<file path="src/soa_pkg.sv">
`default_nettype none
package soa_pkg;

    localparam int NUM_PAGES = 16;
    localparam int MAX_SLOTS = 64;
    localparam int PAGE_W    = 4;
    localparam int SLOT_W    = 6;
    localparam int ENTRY_W   = PAGE_W + SLOT_W;
    localparam int LINK_W    = ENTRY_W + 1;
    localparam int CNT_W     = 7;
    localparam int PLINK_W   = PAGE_W + 1;

    localparam logic       OP_ALLOC = 1'b0;
    localparam logic       OP_FREE  = 1'b1;
    localparam logic       ST_OK    = 1'b0;
    localparam logic       ST_OOM   = 1'b1;

    typedef struct packed {
        logic              opcode;
        logic [PAGE_W-1:0] free_page;
        logic [SLOT_W-1:0] free_slot;
    } req_t;

    typedef struct packed {
        logic              status;
        logic [PAGE_W-1:0] obj_page;
        logic [SLOT_W-1:0] obj_slot;
        logic [CNT_W-1:0]  page_in_use;
    } rsp_t;

    // One page record: own free list head, in-use count, next partial page
    typedef struct packed {
        logic [LINK_W-1:0]  head;
        logic [CNT_W-1:0]   count;
        logic [PLINK_W-1:0] plink;
    } page_ent_t;

endpackage
`default_nettype wire

</file>
<file path="src/soa_page_mem.sv">
`default_nettype none
module soa_page_mem
    import soa_pkg::*;
(
    input  wire logic              clk,
    input  wire logic              we,
    input  wire logic [PAGE_W-1:0] waddr,
    input  wire page_ent_t         wdata,
    input  wire logic [PAGE_W-1:0] raddr,
    output page_ent_t              rdata
);

    page_ent_t mem [NUM_PAGES];

    // Write the page record, register the read
    always_ff @(posedge clk)
    begin
        if (we)
        begin
            mem[waddr] <= wdata;
        end
        rdata <= mem[raddr];
    end

endmodule
`default_nettype wire

</file>
<file path="config.mk">
export PLATFORM = sky130hd
export DESIGN_NAME = soa_page_mem
export DESIGN_NICKNAME = d
export VERILOG_FILES = /design/src/soa_pkg.sv /design/src/soa_page_mem.sv
export SDC_FILE = /design/constraint.sdc
export NUM_CORES = 1
export LEC_CHECK = 0
export BUFFER_PORTS_ARGS = -buffer_cell sky130_fd_sc_hd__buf_2
export CAP_MARGIN = 20
export CORE_UTILIZATION = 61
export DETAILED_ROUTE_END_ITERATION = 8
export GPL_TIMING_DRIVEN = 0
export PLACE_DENSITY_LB_ADDON = 0.12
export SLEW_MARGIN = 20
export SYNTH_ARGS = -nofsm -noshare
export SYNTH_HDL_FRONTEND = slang
export SYNTH_SLANG_ARGS = --single-unit
</file>
<file path="constraint.sdc">
create_clock -name clk -period 3.1 [get_ports clk]
set_input_delay 0.155 -clock clk [delete_from_list [all_inputs] [get_ports clk]]
set_output_delay 0.155 -clock clk [all_outputs]
set_load 0.02 [all_outputs]
</file>
==> results.sh <==
export IMPL_first_pass_iters=7
export IMPL_grt_max_degree=19
export IMPL_drc=0
export IMPL_die_y_um=155
export IMPL_drive_gt1_share_pct=33.2
export IMPL_core_area_um2=22800
export IMPL_cts_setup_buffers=0
export IMPL_drt_iter0_markers=731
export IMPL_ys_seq_elements=391
export IMPL_min_path_type="in -> reg"
export IMPL_netlist_area_leader_share_pct=77.2
export IMPL_slew_viol_final=0
export IMPL_dpl_worst_slack_ns=1.00
export IMPL_io_pins=56
export IMPL_path_max_fanout=7
export IMPL_synth_area_leader_cell="edfxtp_1"
export IMPL_met3_length_um=1990
export IMPL_diodes=0
export IMPL_path_class="in -> reg"
export IMPL_synthCells=608
export IMPL_top_layer="met4"
export IMPL_grt_ovfl_total=0
export IMPL_wirelength_um=29600
export IMPL_layout_min_cycle_time_ns=1.58
export IMPL_placedCellCount=998
export IMPL_avgSynthCellArea_um2=23.5
export IMPL_clkTransAtPathRegs_ns=0.06
export IMPL_critPathLaunchType="primary input"
export IMPL_wl_per_cell_um=27.5
export IMPL_required_ns=3.31
export IMPL_status="finished, final reports clean"
export IMPL_worst_skew_pair_late_latency_ns=0.52
export IMPL_syn_area_um2=14300
export IMPL_worst_pin_slew_ns=0.872
export IMPL_seq_area_frac_synth_pct=80.4
export IMPL_num_rows=55
export IMPL_grt_pass1_vias=7187
export IMPL_layout_common_cells="edfxtp_1, mux4_2, buf_2"
export IMPL_portBuffers=53
export IMPL_vias=6770
export IMPL_detailed_place_hpwl_um=18100
export IMPL_nFillCells=1297
export IMPL_cts_buffer_depth=3
export IMPL_grt_setup_unrepaired="no"
export IMPL_cts_max_level=2
export IMPL_nNetsFinal=763
export IMPL_slew_headroom_pct=41.8
export IMPL_cts_sinks=391
export IMPL_finalWeightedCongestion=0.699
export IMPL_cts_buffers=38
export IMPL_yosysWarnings=0
export IMPL_synth_nets=641
export IMPL_arrival_ns=1.79
export IMPL_ir_drop_v=0.000669
export IMPL_dieArea_um2=24100
export IMPL_cellLeakagePower_nw=5.45
export IMPL_vias_per_cell=6.31
export IMPL_timing_final_crit_share_pct=50.9
export IMPL_fin_util_pct=73.4
export IMPL_finalWorstSetupSlack_ns=1.52
export IMPL_yosysUniqueCellTypes=18
export IMPL_final_setup_viol_count=0
export IMPL_syn_to_final_growth_pct=17.2
export IMPL_fmax_mhz=634
export IMPL_final_common_cell="edfxtp_1"
export IMPL_hold_violations=0
export IMPL_root_buffer="clkbuf_16"
export IMPL_synth_area_leaders="edfxtp_1, mux4_2, dfxtp_1, a22oi_1, nand2_1"
export IMPL_p_per_area_nw_per_um2=658
export IMPL_power_mw=11.0
export IMPL_die_width_um=155
export IMPL_wl_met2_um=14800
export IMPL_final_cells=1073
export IMPL_antenna_found_initial=0
export IMPL_antenna_left=0
export IMPL_cts_tree="built"
export IMPL_drv_cap=0
export IMPL_grt_total_usage_pct=25.9
export IMPL_met1Wirelength_um=11900
export IMPL_endpoint_kind="flip-flop"
export IMPL_initial_core_util_pct=62.6
export IMPL_grt_pass1_wl_um=43900
export IMPL_skew_ns=0.0135
export IMPL_timing_hold_ws_ns=0.0146
flip-flops by register name, indices dropped and copies added, names as in the netlist:
register / flops
mem: 368
rdata: 23
worst max-delay path: stages:
cell and delay, ns:
buf_2 0.12, nand3b_1 0.37, nor3_2 0.69, buf_6 0.24
buf_4 0.21
worst paths after layout:
| kind | startpoint | to | slack (ns) | depth (start not counted) |
|---|---|---|---|---|
| min reg2reg | mem[14][4]$_DFFE_PP_ | rdata[4]$_DFF_P_ | 0.66 | 3 |
| min | wdata[18] | mem[7][18]$_DFFE_PP_ | 0.01 | 1 |
| max reg2reg | mem[3][12]$_DFFE_PP_ | rdata[12]$_DFF_P_ | 1.67 | 3 |
| max | waddr[2] | mem[8][5]$_DFFE_PP_ | 1.52 | 5 |
what timing repair did:
item | CTS | global route
hold buffers | 5 | 0
setup endpoints to repair | 0 | 0
hold endpoints to repair | 34 | 0
gates resized for setup | 0 | 0
power breakdown:
part	internal, mW	leakage [nW]	switching [mW]
Clock	2.68	0.607	1.82
Sequential	5.91	3.52	0.0327
Combinational	0.235	1.33	0.356
Total	8.83	5.45	2.21
cells by family after synthesis:
logic type / share of synthesized area [%]
flops: 80.4
mux: 14.5
simple gates: 1.53
compound gates: 2.41
buf+inv: 1.13
through the flow:
stage / setup TNS (ns) / cell area [µm²]
6_report: 0 / 16800
5_1_grt: 0 / 16800
4_1_cts: 0 / 16800
3_5_place_dp: 0 / 15500
3_3_place_gp: -114.49 / 15000
2_1_floorplan: 0 / 14300
final cells by class:
class,instances,area (µm²),area share (%)
Buffer,29,161,0.962
Sequential cell,391,11500,68.6
Tap cell,313,392,2.33
Timing Repair Buffer,82,721,4.30
Clock inverter,14,120,0.716
Clock buffer,56,1120,6.69
Multi-Input combinational cell,188,2750,16.4
per-layer routing:
layer	up-vias	GRT usage, %
met5	-	0
met4	0	8.91
met3	67	4.62
met2	290	42.6
met1	3564	35.7
li1	2849	-
synthesized netlist by cell type (all sizes together):
cell / number
nand3b: 2
mux4: 92
edfxtp: 368
nand2b: 2
dfxtp: 23
and2: 1
or3b: 1
nand3: 1
buf: 19
nor3: 4
nor2: 13
clkbuf: 10
nor2b: 2
a22oi: 46
nand2: 24
(Power assumes the default switching activity.)
