==> src/soa_pkg.sv <==
`default_nettype none
package soa_pkg;

    localparam int NUM_PAGES = 16;
    localparam int MAX_SLOTS = 64;
    localparam int PAGE_W    = 4;
    localparam int SLOT_W    = 6;
    localparam int ENTRY_W   = PAGE_W + SLOT_W;
    localparam int LINK_W    = ENTRY_W + 1;
    localparam int CNT_W     = 7;
    localparam int PLINK_W   = PAGE_W + 1;

    localparam logic       OP_ALLOC = 1'b0;
    localparam logic       OP_FREE  = 1'b1;
    localparam logic       ST_OK    = 1'b0;
    localparam logic       ST_OOM   = 1'b1;

    typedef struct packed {
        logic              opcode;
        logic [PAGE_W-1:0] free_page;
        logic [SLOT_W-1:0] free_slot;
    } req_t;

    typedef struct packed {
        logic              status;
        logic [PAGE_W-1:0] obj_page;
        logic [SLOT_W-1:0] obj_slot;
        logic [CNT_W-1:0]  page_in_use;
    } rsp_t;

    // One page record: own free list head, in-use count, next partial page
    typedef struct packed {
        logic [LINK_W-1:0]  head;
        logic [CNT_W-1:0]   count;
        logic [PLINK_W-1:0] plink;
    } page_ent_t;

endpackage
`default_nettype wire

==> src/soa_ctrl.sv <==
`default_nettype none
module soa_ctrl
    import soa_pkg::*;
(
    input  wire logic               clk,
    input  wire logic               rst_n,
    input  wire logic               start,
    output logic                    busy,
    input  wire req_t               req,
    output logic                    done,
    output rsp_t                    rsp,
    input  wire logic               cfg_valid,
    output logic                    cfg_ready,
    input  wire logic [CNT_W-1:0]   cfg_data,
    output logic                    slot_we,
    output logic      [ENTRY_W-1:0] slot_waddr,
    output logic      [LINK_W-1:0]  slot_wdata,
    output logic      [ENTRY_W-1:0] slot_raddr,
    input  wire logic [LINK_W-1:0]  slot_rdata,
    output logic                    page_we,
    output logic      [PAGE_W-1:0]  page_waddr,
    output page_ent_t               page_wdata,
    output logic      [PAGE_W-1:0]  page_raddr,
    input  wire page_ent_t          page_rdata
);

    typedef enum logic [2:0] {
        S_IDLE, S_POP_RD, S_POP, S_PART, S_FILL, S_FREE
    } state_t;

    state_t               state_reg, state_next;
    logic [LINK_W-1:0]    active_head_reg, active_head_next;
    logic [PLINK_W-1:0]   active_page_reg, active_page_next;
    logic [PLINK_W-1:0]   partial_head_reg, partial_head_next;
    logic [PLINK_W-1:0]   claimed_reg, claimed_next;
    logic [CNT_W-1:0]     opp_reg, opp_next;
    logic [CNT_W-1:0]     fill_n_reg, fill_n_next;
    logic [SLOT_W-1:0]    fill_i_reg, fill_i_next;
    logic [PAGE_W-1:0]    op_page_reg, op_page_next;
    logic [SLOT_W-1:0]    op_slot_reg, op_slot_next;
    logic                 done_reg, done_next;
    rsp_t                 rsp_reg, rsp_next;

    logic                 accept;
    logic [ENTRY_W-1:0]   pop_entry;
    logic [PLINK_W-1:0]   part_page;
    logic [CNT_W-1:0]     clamp_n;
    logic [ENTRY_W-1:0]   fill_entry;
    logic [ENTRY_W-1:0]   free_entry;
    logic [CNT_W-1:0]     cnt_inc;
    logic [CNT_W-1:0]     cnt_dec;

    assign busy      = (state_reg != S_IDLE);
    assign accept    = start && !busy;
    assign done      = done_reg;
    assign rsp       = rsp_reg;
    assign cfg_ready = 1'b1;

    assign pop_entry  = ENTRY_W'(active_head_reg - LINK_W'(1));
    assign part_page  = partial_head_reg - PLINK_W'(1);
    assign fill_entry = {claimed_reg[PAGE_W-1:0], fill_i_reg};
    assign free_entry = {op_page_reg, op_slot_reg};
    assign cnt_inc    = (page_rdata.count == {CNT_W{1'b1}}) ? page_rdata.count
                                                            : page_rdata.count + CNT_W'(1);
    assign cnt_dec    = (page_rdata.count == '0) ? '0 : page_rdata.count - CNT_W'(1);

    // Clamp slots per fresh page to one..MAX_SLOTS
    always_comb
    begin
        if (opp_reg == '0)
        begin
            clamp_n = CNT_W'(1);
        end
        else if (opp_reg > CNT_W'(MAX_SLOTS))
        begin
            clamp_n = CNT_W'(MAX_SLOTS);
        end
        else
        begin
            clamp_n = opp_reg;
        end
    end

    // Read at the active head; idle frees and empty-list allocs read other pages
    always_comb
    begin
        slot_raddr = pop_entry;
        page_raddr = pop_entry[ENTRY_W-1:SLOT_W];
        if (state_reg == S_IDLE)
        begin
            if (req.opcode == OP_FREE)
            begin
                page_raddr = req.free_page;
            end
            else if (active_head_reg == '0)
            begin
                page_raddr = part_page[PAGE_W-1:0];
            end
        end
    end

    // Sequencer
    always_comb
    begin
        state_next        = state_reg;
        active_head_next  = active_head_reg;
        active_page_next  = active_page_reg;
        partial_head_next = partial_head_reg;
        claimed_next      = claimed_reg;
        opp_next          = opp_reg;
        fill_n_next       = fill_n_reg;
        fill_i_next       = fill_i_reg;
        op_page_next      = op_page_reg;
        op_slot_next      = op_slot_reg;
        done_next         = 1'b0;
        rsp_next          = rsp_reg;
        slot_we           = 1'b0;
        slot_waddr        = free_entry;
        slot_wdata        = active_head_reg;
        page_we           = 1'b0;
        page_waddr        = op_page_reg;
        page_wdata        = page_rdata;

        if (cfg_valid)
        begin
            opp_next = cfg_data;
        end

        case (state_reg)
            S_IDLE:
            begin
                if (accept)
                begin
                    op_page_next = req.free_page;
                    op_slot_next = req.free_slot;
                    if (req.opcode == OP_FREE)
                    begin
                        if ({1'b0, req.free_page} >= claimed_reg)
                        begin
                            // Drop a free of an unclaimed page, echo the object
                            done_next = 1'b1;
                            rsp_next  = '{ST_OK, req.free_page, req.free_slot, '0};
                        end
                        else
                        begin
                            state_next = S_FREE;
                        end
                    end
                    else if (active_head_reg != '0)
                    begin
                        state_next = S_POP;
                    end
                    else if (partial_head_reg != '0)
                    begin
                        op_page_next = part_page[PAGE_W-1:0];
                        state_next   = S_PART;
                    end
                    else if (claimed_reg < PLINK_W'(NUM_PAGES))
                    begin
                        fill_n_next = clamp_n;
                        fill_i_next = '0;
                        state_next  = S_FILL;
                    end
                    else
                    begin
                        done_next = 1'b1;
                        rsp_next  = '{ST_OOM, '0, '0, '0};
                    end
                end
            end

            S_PART:
            begin
                if (page_rdata.head == '0)
                begin
                    done_next  = 1'b1;
                    rsp_next   = '{ST_OOM, '0, '0, '0};
                    state_next = S_IDLE;
                end
                else
                begin
                    // Make the partial page active and unlink it
                    partial_head_next = page_rdata.plink;
                    active_head_next  = page_rdata.head;
                    active_page_next  = {1'b0, op_page_reg} + PLINK_W'(1);
                    page_we           = 1'b1;
                    page_wdata        = '{'0, page_rdata.count, '0};
                    state_next        = S_POP_RD;
                end
            end

            S_FILL:
            begin
                // Chain one slot of the fresh page per cycle
                slot_we    = 1'b1;
                slot_waddr = fill_entry;
                if ({1'b0, fill_i_reg} + CNT_W'(1) < fill_n_reg)
                begin
                    slot_wdata  = {1'b0, fill_entry} + LINK_W'(2);
                    fill_i_next = fill_i_reg + SLOT_W'(1);
                end
                else
                begin
                    slot_wdata       = '0;
                    page_we          = 1'b1;
                    page_waddr       = claimed_reg[PAGE_W-1:0];
                    page_wdata       = '{'0, '0, '0};
                    active_head_next = {1'b0, claimed_reg[PAGE_W-1:0], {SLOT_W{1'b0}}}
                                       + LINK_W'(1);
                    active_page_next = claimed_reg + PLINK_W'(1);
                    claimed_next     = claimed_reg + PLINK_W'(1);
                    state_next       = S_POP_RD;
                end
            end

            S_POP_RD:
            begin
                state_next = S_POP;
            end

            S_POP:
            begin
                // Pop the active head and count it in
                active_head_next = slot_rdata;
                page_we          = 1'b1;
                page_waddr       = pop_entry[ENTRY_W-1:SLOT_W];
                page_wdata       = '{page_rdata.head, cnt_inc, page_rdata.plink};
                done_next        = 1'b1;
                rsp_next         = '{ST_OK, pop_entry[ENTRY_W-1:SLOT_W],
                                     pop_entry[SLOT_W-1:0], cnt_inc};
                state_next       = S_IDLE;
            end

            S_FREE:
            begin
                slot_we    = 1'b1;
                page_we    = 1'b1;
                page_wdata = '{page_rdata.head, cnt_dec, page_rdata.plink};
                if (active_page_reg == {1'b0, op_page_reg} + PLINK_W'(1))
                begin
                    slot_wdata       = active_head_reg;
                    active_head_next = {1'b0, free_entry} + LINK_W'(1);
                end
                else
                begin
                    slot_wdata      = page_rdata.head;
                    page_wdata.head = {1'b0, free_entry} + LINK_W'(1);
                    if (page_rdata.head == '0)
                    begin
                        // A full page joins the partial list
                        page_wdata.plink  = partial_head_reg;
                        partial_head_next = {1'b0, op_page_reg} + PLINK_W'(1);
                    end
                end
                done_next  = 1'b1;
                rsp_next   = '{ST_OK, op_page_reg, op_slot_reg, cnt_dec};
                state_next = S_IDLE;
            end

            default:
            begin
                state_next = S_IDLE;
            end
        endcase
    end

    always_ff @(posedge clk or negedge rst_n)
    begin
        if (!rst_n)
        begin
            state_reg        <= S_IDLE;
            active_head_reg  <= '0;
            active_page_reg  <= '0;
            partial_head_reg <= '0;
            claimed_reg      <= '0;
            opp_reg          <= CNT_W'(MAX_SLOTS);
            done_reg         <= 1'b0;
        end
        else
        begin
            state_reg        <= state_next;
            active_head_reg  <= active_head_next;
            active_page_reg  <= active_page_next;
            partial_head_reg <= partial_head_next;
            claimed_reg      <= claimed_next;
            opp_reg          <= opp_next;
            done_reg         <= done_next;
        end
    end

    always_ff @(posedge clk)
    begin
        fill_n_reg  <= fill_n_next;
        fill_i_reg  <= fill_i_next;
        op_page_reg <= op_page_next;
        op_slot_reg <= op_slot_next;
        rsp_reg     <= rsp_next;
    end

`ifndef SYNTHESIS
    a_claimed_bound: assert property (@(posedge clk) disable iff (!rst_n)
        claimed_reg <= PLINK_W'(NUM_PAGES))
        else $error("claimed page count beyond pool");

    a_active_claimed: assert property (@(posedge clk) disable iff (!rst_n)
        active_page_reg <= claimed_reg)
        else $error("active page not claimed");

    a_fill_range: assert property (@(posedge clk) disable iff (!rst_n)
        state_reg == S_FILL |-> {1'b0, fill_i_reg} < fill_n_reg)
        else $error("fill index past slot count");

    a_pop_done: assert property (@(posedge clk) disable iff (!rst_n)
        state_reg == S_POP |=> done_reg && state_reg == S_IDLE)
        else $error("pop gave no result");

    a_free_done: assert property (@(posedge clk) disable iff (!rst_n)
        state_reg == S_FREE |=> done_reg && rsp_reg.status == ST_OK)
        else $error("free gave no success result");
`endif

endmodule
`default_nettype wire

==> config.mk <==
export PLATFORM = sky130hd
export DESIGN_NAME = soa_ctrl
export DESIGN_NICKNAME = d
export VERILOG_FILES = /design/src/soa_pkg.sv /design/src/soa_ctrl.sv
export SDC_FILE = /design/constraint.sdc
export NUM_CORES = 1
export LEC_CHECK = 0
export BUFFER_PORTS_ARGS = -buffer_cell sky130_fd_sc_hd__buf_2
export CAP_MARGIN = 25
export CORE_UTILIZATION = 61
export CTS_BUF_LIST = sky130_fd_sc_hd__clkbuf_8
export CTS_CLUSTER_DIAMETER = 200
export CTS_CLUSTER_SIZE = 10
export DETAILED_ROUTE_END_ITERATION = 8
export GPL_TIMING_DRIVEN = 1
export PLACE_DENSITY = 0.91
export SLEW_MARGIN = 20
export SYNTH_ARGS = -nofsm -noshare
export SYNTH_HDL_FRONTEND = slang
export SYNTH_SLANG_ARGS = --single-unit
==> constraint.sdc <==
create_clock -name clk -period 5.3 [get_ports clk]
set_input_delay 1.06 -clock clk [delete_from_list [all_inputs] [get_ports clk]]
set_output_delay 1.06 -clock clk [all_outputs]
set_load 0.02 [all_outputs]
==> impl_metrics.csv <==
group,metric,value,unit
placed_design,dpl.hpwl,14530,um
final_layout,fin_nets,851,
critical_path,cp.depth,11,
floorplanning,io_pins,141,
placed_design,placed_cells,892,
clocking,cts.sink_count,78,
critical_path,worstPathRequired,4240,ps
clocking,clk_latency,370,ps
global_route,overflow,0,
sta,skew,12.77,ps
hold_path,hold_path.class,"flop to flop",
yosys,synth_fp_nets,732,
critical_path,worstSetupPathType,"flop to primary output",
drt,post_drt_wl_per_cell,21.38,um
floorplanning,chipHeight,100.9,um
drt,firstDrtPassIters,6,
clocking,postCtsSetupBuffers,0,
yosys,netlist_instances,655,
clocking,post_cts_resized,0,
global_route,use_met2,60.01,%
yosys,ys_seq_area_share,36.19,%
power_and_ir_drop,ir_drop,0.3063,mV
sta,slew_violations,0,
placed_design,gp_congestion,0.9509,
clocking,cts_root_buf,"clkbuf_8",
global_route,grt_pass1_vias,5712,
global_route,grt_pass1_wl,29990,um
clocking,cts_inserted_buffers,9,
final_layout,final_common_cell,"buf_2",
floorplanning,fp.dieW,100.9,um
critical_path,max_stage_delay,570,ps
final_layout,final_cell_mix,"139 x buf_2, 68 x nand2_1, 53 x nor2_1",
yosys,synth_edf_count,41,
drt,drt_iter0_markers,699,
drt,viasPerCell,6.764,
critical_path,r2r-end,"active_head_reg[8]",
global_route,busiest_layer,"met2",
clocking,h-tree-depth,3,
final_layout,fin_cells,908,
yosys,synthDistinctLibCells,83,
placed_design,portBuffers,139,
flow_run,maxCapViolCount,0,
critical_path,slowest_stage,"or3_1",
critical_path,crit_end,"page_waddr[3]",
yosys,synth-seq-cells,78,
clocking,cts_buffer_depth,2,
critical_path,arrival,3970,ps
critical_path,startpoint_type,"flop",
yosys,synth_ff_type,"edfxtp_1",
critical_path,crit_fanout,14,
drt,drc,0,
power_and_ir_drop,powerDensity,605.2,nW/um2
sta,relSlewSlack,37.37,%
yosys,yosysWarnings,0,
yosys,syn-cell-area,5964,um2
critical_path,cpMostUsedCell,"ha_1",
critical_path,reg2reg_from,"fill_i_reg[1]",
global_route,grt_util_met1,51.45,%
sta,fin_tns_setup,0,ps
sta,hold_viol,0,
clocking,postCtsHoldBufs,0,
sta,rsz0062_at_grt,"false",
global_route,grt_usage,39.21,%
critical_path,crit_chain,"ha_1 > and3_1 > nand2_1 > xnor2_1 > ha_1 > nand4_1 > a211oi_2 > or3_1 > o21ai_0 > a221o_1 > buf_2",
clocking,path_clk_slew,90,ps
sta,timing.final.crit_share,94.96,%
clocking,cts_tree,"built",
final_layout,diodes,0,
final_layout,largest_register_ffs,18,
critical_path,cp-startpoint,"fill_i_reg[1]",
final_layout,drive_above_1_share,26.44,%
critical_path,worst-r2r-cell-count,10,
floorplanning,dieArea,10180,um2
critical_path,cp.buffers_inverters,1,
final_layout,utilization,73.74,%
global_route,antenna_found_initial,0,
drt,routed_wirelength,19420,um
final_layout,area_delta_synth_final,15.86,%
floorplanning,row_count,35,
status,status,"completed",
critical_path,r2r_slack,1810,ps
sta,worst_pin_slew,939.5,ps
sta,fmax,198.7,MHz
critical_path,cp_top_family,"compound AO/OA/AOI/OAI gates",
global_route,use_met3,9.223,%
sta,setup_viol_count_final,0,
power_and_ir_drop,leakage,0.003062,uW
critical_path,endpoint_kind,"primary output",
floorplanning,initial_core_util,63.64,%
yosys,syn_avg_cell_area,9.106,um2
drt,via_count,6142,
sta,post-route-min-period,5033,ps
global_route,grt_max_degree,38,
drt,ant_nets,0,
yosys,synthArstFlopShare,47.44,%
floorplanning,core,9371,um2
## metrics by stage
| stage | instance area (um2) | power (uW) | setup WS (ps) | hold WS [ps] |
|---|---|---|---|---|
| floorplan | 5964 | 2843 | 1608 | 470.8 |
| global placement | 6698 | 3539 | 925.6 | 481.3 |
| detailed placement | 6698 | 3607 | 825.9 | 514.1 |
| CTS | 6910 | 4111 | 424.6 | 531.6 |
| global route | 6910 | 4378 | 127.0 | 544.8 |
| finish | 6910 | 4182 | 267.1 | 522.8 |
## routing by layer
layer / part of all wire [%] / up-vias
met5: 0 / -
met4: 4.4 / 0
li1: - / 2689
met2: 46 / 497
met1: 38 / 2863
met3: 13 / 93
## synth_stat cells (7+ instances only)
cell,count,area share (%)
a22o_1,8,1.2
nor3_1,15,1.3
nand3_1,30,2.5
mux2i_1,8,1.3
a221o_1,19,3.2
buf_2,12,1.0
xor2_1,14,2.1
a21o_1,14,1.8
clkbuf_1,21,1.3
or3_1,7,0.73
nand2_1,68,4.3
mux2_2,10,1.9
edfxtp_1,41,21
nor2_1,53,3.3
xnor2_1,26,3.8
o21ai_0,21,1.8
a211oi_1,7,0.88
and2_1,7,0.73
dfrtp_1,36,15
inv_1,33,2.1
o22ai_1,18,1.9
o2bb2ai_1,8,1.2
and3_1,8,0.84
a21oi_1,24,2.0
ha_1,21,4.4
## final cells by class
type                    instances  area (um2)
multi-input cells             502        3483
flip-flops and latches         78        2158
clock inverters                 7       88.84
repair buffers                148       763.2
clock buffers                   9       123.9
inverters                      35       131.4
fillers                       703        2461
well taps                     129       161.4
## how the worst min path moves through the flow
stage	slack, ps	end	depth (start not counted)	start
2_1_floorplan	470	active_page_reg[0]	1	active_page_reg[0]
3_3_place_gp	480	active_page_reg[0]	1	active_page_reg[0]
3_5_place_dp	510	active_page_reg[0]	1	active_page_reg[0]
4_1_cts	530	active_page_reg[0]	1	active_page_reg[0]
5_1_grt	540	opp_reg[0]	1	opp_reg[0]
6_report	520	active_page_reg[0]	1	active_page_reg[0]
## worst register-to-register path, stage by stage, from the launching register on
cell and delay, ps:
edfxtp_1 480, ha_1 280, and3_1 230, nand2_1 100
xnor2_1 150, ha_1 290, o21ai_0 200, nor2_1 130
o31ai_1 430, a22o_1 670, mux2_2 410
## logic make-up (layout without fill, tap and decap cells)
kind of cell | count (synthesis) | count (layout) | share of synthesized area (%)
AO/OA/AOI/OAI | 177 | 177 | 22.68
other | 1 | 1 | 0.06287
AND/OR/NAND/NOR | 238 | 238 | 20.22
buffers and inverters | 75 | 199 | 5.412
flip-flops | 78 | 78 | 36.19
XOR/XNOR | 42 | 42 | 6.545
adder cells (fa/ha/maj) | 21 | 21 | 4.405
multiplexers | 23 | 23 | 4.489
## report_power, final
group,internal [uW],switching (uW)
logic,917,1560
registers,895,305
clock network,263,239
total,2080,2110
Power figures use the tool's default switching activity.
